<file path="config.mk">
export PLATFORM = sky130hd
export DESIGN_NAME = fckc_cell
export DESIGN_NICKNAME = d
export VERILOG_FILES = /design/src/design/fckc_pkg.sv /design/src/design/fckc_cell.sv
export SDC_FILE = /design/constraint.sdc
export NUM_CORES = 1
export LEC_CHECK = 0
export ABC_AREA = 1
export ABC_CLOCK_PERIOD_IN_PS = 11300
export CORE_AREA = 2 2 207 209
export CTS_CLUSTER_DIAMETER = 40
export CTS_CLUSTER_SIZE = 8
export DETAILED_ROUTE_END_ITERATION = 7
export DIE_AREA = 0 0 209 211
export DONT_BUFFER_PORTS = 1
export PLACE_DENSITY_LB_ADDON = 0.3
export SLEW_MARGIN = 0
export SYNTH_ARGS = -nofsm -noshare
export SYNTH_HDL_FRONTEND = slang
export SYNTH_SLANG_ARGS = --single-unit
</file>
<file path="constraint.sdc">
create_clock -name clk -period 11.3 [get_ports clk]
set_input_delay 3.39 -clock clk [delete_from_list [all_inputs] [get_ports clk]]
set_output_delay 3.39 -clock clk [all_outputs]
set_load 0.005 [all_outputs]
</file>
<file path="src/design/fckc_pkg.sv">
package fckc_pkg;

  localparam int ENTRIES_DEFAULT = 256;

  localparam logic [1:0] CMD_LOOKUP = 2'd0;
  localparam logic [1:0] CMD_INSERT = 2'd1;
  localparam logic [1:0] CMD_REMOVE = 2'd2;

  typedef struct packed {
    logic [1:0]  cmd;
    logic [63:0] key_hash;
    logic [23:0] key_len;
    logic [63:0] handle;
    logic [23:0] payload_size;
  } req_t;

  typedef struct packed {
    logic        found;
    logic [7:0]  slot;
    logic [63:0] hit_handle;
    logic [23:0] hit_size;
    logic        evicted;
    logic [63:0] evicted_handle;
    logic [23:0] evicted_size;
    logic [8:0]  occupancy;
  } rsp_t;

  typedef struct packed {
    logic [63:0] tag_hash;
    logic [23:0] tag_length;
    logic [63:0] entry_handle;
    logic [23:0] entry_size;
  } entry_t;

  typedef struct packed {
    logic shift;
    logic load;
  } cell_ctl_t;

endpackage

</file>
<file path="src/design/fckc_cell.sv">
module fckc_cell import fckc_pkg::*; (
  input  logic      clk,
  input  cell_ctl_t ctl,
  input  entry_t    nbr,
  input  entry_t    ld,
  output entry_t    q
);

  entry_t data;

  // a load wins over the shift from the younger neighbor
  always_ff @(posedge clk) begin
    if (ctl.load) begin
      data <= ld;
    end else if (ctl.shift) begin
      data <= nbr;
    end
  end

  assign q = data;

endmodule

</file>
## After elaboration in Yosys (flattened, before gate mapping)

Cells that the tools add are included.

| word-level totals | value |
|---|---|
| bits in registers | 176 |
| input bits | 355 |
| output and inout bits | 176 |
| word-level logic and storage cells | 7 |

| cells by class | value |
|---|---|
| muxes and demuxes | 2 |
| reduce and logical (&&, ||, !) cells | 1 |

Operators with widths:

| cell | count |
|---|---|
| 176-bit two-way mux | 2 |
| 2-bit nonzero test | 1 |

## Logic depth before layout (Yosys ltp)

Gate-level depths: netlist of run 1.

| depth | value |
|---|---|
| depth in word-level cells | 2 |
| depth in mapped cells | 6 |
| mapped depth without buffers | 3 |

## Worst setup path after synthesis of run 1

No wires, ideal clock.

| timing path | value |
|---|---|
| path kind | input port to flip-flop |
| start | input port ctl[0] in the netlist's numbering |
| end | register data (netlist bit q[0]), enable pin |
| setup time | 0.462 ns |
| arrival time | 5.812 ns |
| required time | 10.838 ns |
| path slack | 5.026 ns |
| cell stages on the path | 3 |
| path buffers | 2 |
| path through | buf_4 -> buf_4 -> or2_2 |

| between the ends | value |
|---|---|
| cells in the longest elaborated chain, start to end | 1 |

Ends and longest elaborated chain:

| element | RTL line | RTL |
|---|---|---|
| from (decl) | fckc_cell.sv:3 | `input cell_ctl_t ctl,` |
| 2-bit nonzero test (no source line) | - |  |
| to (signal assigned) | fckc_cell.sv:14 | `data <= ld;` |
| to (signal assigned) | fckc_cell.sv:16 | `data <= nbr;` |
| to (decl) | fckc_cell.sv:9 | `entry_t data;` |

No other way between the ends.
A chain may end at the register's enable or synchronous reset.

## Worst setup path in the final report of run 1

| timing path | value |
|---|---|
| start | input port ctl[0] in the netlist's numbering |
| end | register data (netlist bit q[76]), enable pin |

The elaborated chain is that of the path after synthesis.

==> results of run 1 <==
[cells in the mapped netlist, drive strengths merged]
cell,instances,area (um^2)
buf,39,288
nand2,528,1980
or2,1,6.26
inv,1,6.26
edfxtp,176,5290
[cell families after synthesis]
logic type | Yosys count | share of synthesized area
AND/OR/NAND/NOR | 529 | 0.263
flip-flops | 176 | 0.698
buffers and inverters | 40 | 0.0389
[power by group]
| group | total, mW | internal (mW) | switching, mW |
|---|---|---|---|
| logic | 0.0791 | 0.0238 | 0.0553 |
| registers | 0.858 | 0.806 | 0.0522 |
| clock network | 0.637 | 0.373 | 0.264 |
| total | 1.57 | 1.20 | 0.371 |
[worst max-delay path by stage]
stage / from / to / slack [ns] / cells past startpoint
floorplan: ctl[0] / q[0]$_DFFE_PP_ / 5.03 / 3
global route: ctl[0] / q[46]$_DFFE_PP_ / 6.46 / 2
CTS: ctl[0] / q[94]$_DFFE_PP_ / 6.57 / 2
global placement: ctl[0] / q[75]$_DFFE_PP_ / 6.07 / 2
detailed placement: ctl[0] / q[43]$_DFFE_PP_ / 6.05 / 2
finish: ctl[0] / q[76]$_DFFE_PP_ / 6.51 / 2
[area by class of cell]
| cell class | count | area [um^2] |
|---|---|---|
| sequential | 176 | 5290 |
| antenna | 2 | 5.00 |
| tap | 539 | 674 |
| inverter | 1 | 8.76 |
| fill | 4512 | 33100 |
| clock buffer | 18 | 429 |
| multi-input combinational | 529 | 1990 |
| timing repair buffer | 3 | 22.5 |
| clock inverter | 14 | 203 |
[stage by stage]
stage	cell area [um^2]	setup slack, ns	total power, mW
floorplan	7570	5.03	0.919
global placement	7980	6.07	0.958
detailed placement	7980	6.05	0.956
CTS	8610	6.57	1.61
global route	8620	6.46	1.65
finish	8620	6.51	1.57
[routing by layer]
| metal | global-route usage | up-vias | part of all wire |
|---|---|---|---|
| met3 | 0.0397 | 21 | 0.087 |
| li1 | - | 2357 | - |
| met4 | 0.0507 | 0 | 0.023 |
| met5 | 0 | - | 0 |
| met2 | 0.155 | 287 | 0.51 |
| met1 | 0.102 | 2349 | 0.38 |
==> metrics.md, run 1 <==
| Metric | Value |
|---|---|
| Worst setup SP type | `input port` |
| Vias per inst | `between 3 and 4` |
| TritonRoute pass-1 iters | `4` |
| Initial DRC Count | `331` |
| Tightest Pin Transition | `~0.90 ns` |
| I/O pin count | `approximately 530` |
| Outcome | `complete, no violations` |
| Vias in the first global route | `4,634` |
| Critical Path End Type | `register` |
| Non-filler instance count after layout | `1,282` |
| Number of flip-flops in the largest register | `176` |
| Synth Register Bits | `176` |
| DRT antenna net count | `0` |
| Share of cells above drive strength 1 | `0.0486` |
| Static Leakage | `approximately 3.7 nW` |
| Slew Limit Fails | `0` |
| Max clock buf depth | `2` |
| Worst Path Arrival | `4.86 ns` |
| Max cap viols | `0` |
| Full die area | `44,100 um^2` |
| Max frequency | `0.209 GHz` |
| PwrDens | `183 nW/um^2` |
| Min-Delay Path Class | `in2reg` |
| Most frequent cells in the layout | `nand2_1, edfxtp_1, clkbuf_16` |
| Root Buffer | `clkbuf_16` |
| Final core utilization | `0.206` |
| Cell variety after synth | `7` |
| Num rows | `75` |
| Post-Route WL | `21.7 mm` |
| Yosys warnings | `0` |
| CORE AREA | `41,800 um^2` |
| Avg WL per Cell | `16.9 um` |
| CTS tree | `yes` |
| Setup TNS | `0 ns` |
| Sinks on Clock Net | `176` |
| DP Wirelength | `between 15 and 20 mm` |
| Unrepaired setup endpoints after global routing | `no` |
| Postcts setup bufs | `0` |
| Hold Vio Cnt, Final | `0` |
| Syn Std Cell Area | `7570 um^2` |
| Syn_nets | `around 1,100` |
| Area Growth Syn to Fin | `13.9%` |
| Initial antenna violation count | `2` |
| First-pass GRT wire length | `29.3 mm` |
| GR Util All Layers | `0.0939` |
| Hold EP | `q[12]$_DFFE_PP_` |
| Mapped Cells | `about 750` |
| Slew Limit Headroom | `0.403` |
| WP buf/inv | `1` |
| Average instance area after synthesis | `10.2 um^2` |
| Via count | `roughly 5,000` |
| Max Fanout on Critical Path | `around 180` |
| Starting Density | `0.181` |
| Min Tclk post-route | `4.79 ns` |
| Largest net degree at the start of global routing | `179` |
| Post-route DRC | `0` |
| Peak supply drop | `just under 70 uV` |
| Hold depth | `2` |
| Fraction of the yosys area taken by sequential cells | `0.698` |
| Setup-failing EPs final | `0` |
| Nets | `between 1,000 and 1,500` |
| Post-Place Cells | `1,248` |
| Crit Path Class | `in2reg` |
| Top delay family on crit path | `buffers and inverters` |
| Largest stage delay, worst path | `0.77 ns` |
| Grt ovf | `0` |
| Min Hold Slack | `around 3.1 ns` |
| CP max-delay cell | `buf_4` |
| Worst hold path startpoint | `nbr[12]` |
| Post_cts resized | `0` |
| Number of port buffers | `0` |
| Crit-path cells | `or2_4 -> buf_4` |
| RePlAce Congestion | `approximately 0.85` |
| Commonest non-fill, non-tap cell in the layout | `nand2_1` |
| Fin crit share | `0.424` |
| Die X | `209 um` |
| Clk slew on worst S/H paths | `approximately 0.07 ns` |
| Hold-fix buffers at CTS | `0` |
| Clock buffers created by TritonCTS | `17` |
| Die Y | `211 um` |
| CP required | `around 11 ns` |
| H-tree depth | `4` |
No activity file was read; power rests on OpenSTA's default activity.
==> inputs of run 2 (changes only) <==
--- a/config.mk
+++ b/config.mk
@@ -6,7 +6,7 @@
 export NUM_CORES = 1
 export LEC_CHECK = 0
 export ABC_AREA = 1
-export ABC_CLOCK_PERIOD_IN_PS = 11300
+export ABC_CLOCK_PERIOD_IN_PS = 4400
 export CORE_AREA = 2 2 207 209
 export CTS_CLUSTER_DIAMETER = 40
 export CTS_CLUSTER_SIZE = 8
==> constraint.sdc (replaced) <==
create_clock -name clk -period 4.4 [get_ports clk]
set_input_delay 1.32 -clock clk [delete_from_list [all_inputs] [get_ports clk]]
set_output_delay 1.32 -clock clk [all_outputs]
set_load 0.005 [all_outputs]
==> metrics.md, run 2 (same netlist as run 1, synthesis figures left out) <==
| Metric | Value |
|---|---|
| Outcome | `complete, no violations` |
| Share of cells above drive strength 1 | `0.0574 (+0.00883)` |
| Post-route DRC | `0 (unchanged)` |
| Most frequent cells in the layout | `nand2_1, edfxtp_1, clkbuf_16` |
| DRT antenna net count | `0 (unchanged)` |
| Clock buffers created by TritonCTS | `17 (unchanged)` |
| RePlAce Congestion | `0.825 (-3.3%)` |
| Initial antenna violation count | `1 (-1)` |
| Fin crit share | `0.566` |
| Slew Limit Fails | `0 (unchanged)` |
| Sinks on Clock Net | `176 (unchanged)` |
| DP Wirelength | `16.6 mm (+1.3%)` |
| Fillers | `4,482 (-0.66%)` |
| PwrDens | `452 nW/um^2 (+150%)` |
| Avg WL per Cell | `17.2 um (+1.5%)` |
| Max cap viols | `0 (unchanged)` |
| Area Growth Syn to Fin | `14.0%` |
| Initial DRC Count | `350 (+5.7%)` |
| Vias in the first global route | `4,868 (+5.0%)` |
| Full die area | `44,100 um^2 (unchanged)` |
| Unrepaired setup endpoints after global routing | `no` |
| Peak supply drop | `195 uV (+180%)` |
| Postcts setup bufs | `0 (unchanged)` |
| Post-Route WL | `22.1 mm (+2.0%)` |
| Nets | `1,091 (+0.74%)` |
| Clk slew on worst S/H paths | `0.07 ns (about the same)` |
| Die Y | `211 um (unchanged)` |
| Commonest non-fill, non-tap cell in the layout | `nand2_1` |
| First-pass GRT wire length | `30.6 mm (+4.2%)` |
| Static Leakage | `3.69 nW (+0.29%)` |
| Grt ovf | `0 (unchanged)` |
| Tightest Pin Transition | `0.959 ns (+0.0629 ns)` |
| Slew Limit Headroom | `0.361 (-0.0420)` |
| Hold Vio Cnt, Final | `0 (unchanged)` |
| Setup-failing EPs final | `0 (unchanged)` |
| Min Tclk post-route | `2.49 ns` |
| H-tree depth | `4 (unchanged)` |
| Min Hold Slack | `1.05 ns (-2.06 ns)` |
| Setup TNS | `0 ns (unchanged)` |
| Max clock buf depth | `2 (unchanged)` |
| Post_cts resized | `0 (unchanged)` |
| Number of flip-flops in the largest register | `176 (unchanged)` |
| GR Util All Layers | `0.0965 (+0.00256)` |
| Starting Density | `0.181 (unchanged)` |
| Min-Delay Path Class | `in2reg` |
| CORE AREA | `41,800 um^2 (unchanged)` |
| Number of port buffers | `0 (unchanged)` |
| Hold-fix buffers at CTS | `0 (unchanged)` |
| CTS tree | `yes` |
| Via count | `5,111 (+1.9%)` |
| Vias per inst | `3.97 (+1.4%)` |
| Worst setup SP type | `input port` |
| Num rows | `75 (unchanged)` |
| Max frequency | `around 0.40 GHz` |
| Critical Path End Type | `register` |
| Worst Path Arrival | `2.80 ns (-2.06 ns)` |
| Root Buffer | `clkbuf_16` |
| CP required | `4.71 ns (-6.66 ns)` |
| Die X | `209 um (unchanged)` |
| Largest net degree at the start of global routing | `179 (unchanged)` |
| Crit Path Class | `in2reg` |
| I/O pin count | `531 (unchanged)` |
| Max Fanout on Critical Path | `178 (unchanged)` |
| TritonRoute pass-1 iters | `5 (+1)` |
-- run 2: changes by cell type in the layout (fill, tap and decap cells not counted), sizes merged --
cell and change:
buf +8, bufinv -3, clkbuf +1, clkinvlp +1
diode -1, inv +1
-- run 2: worst paths after layout --
path | startpoint | end | slack [ns] | depth (start not counted)
setup / recovery | ctl[0] | q[6]$_DFFE_PP_ | 1.91 | 4
hold / removal | nbr[124] | q[124]$_DFFE_PP_ | 1.05 | 2
-- run 2: per-stage QoR --
stage                     power [mW]  utilization  std cells  setup WS, ns  cell area (um^2)
final                           3.90        0.207       1289          1.91              8630
after floorplan                 2.36            -        745         0.196              7570
after detailed placement        2.47        0.193       1256          1.61              8070
after global placement          2.47        0.193       1256          1.64              8070
after CTS                       3.97        0.207       1288          2.01              8620
after global routing            4.07        0.207       1289          1.88              8630
-- run 2: report_power, final --
group	internal [mW]	switching [mW]	total, mW
logic	0.0684	0.145	0.213
registers	2.07	0.136	2.20
clock network	0.789	0.691	1.48
total	2.93	0.971	3.90
-- run 2: critical path: stages --
cell	delay (ns)
inv_6	0.70
buf_4	0.40
nand2_1	0.09
nand2_1	0.08
-- run 2: final cells by class --
class                      instances  area, um^2  area share
inverter                           1        8.76     0.00102
timing repair buffer              11         108      0.0125
clock inverter                    13         125      0.0145
sequential                       176        5290       0.613
antenna                            1        2.50    0.000290
tap                              539         674      0.0782
clock buffer                      19         433      0.0502
multi-input combinational        529        1990       0.231
-- run 2: layer usage --
metal / vias up / track usage / routed length [um]
li1: 2374 / - / -
met1: 2379 / 0.101 / 8070
met2: 319 / 0.164 / 11100
met3: 39 / 0.0437 / 2220
met4: 0 / 0.0498 / 727
met5: - / 0 / 0
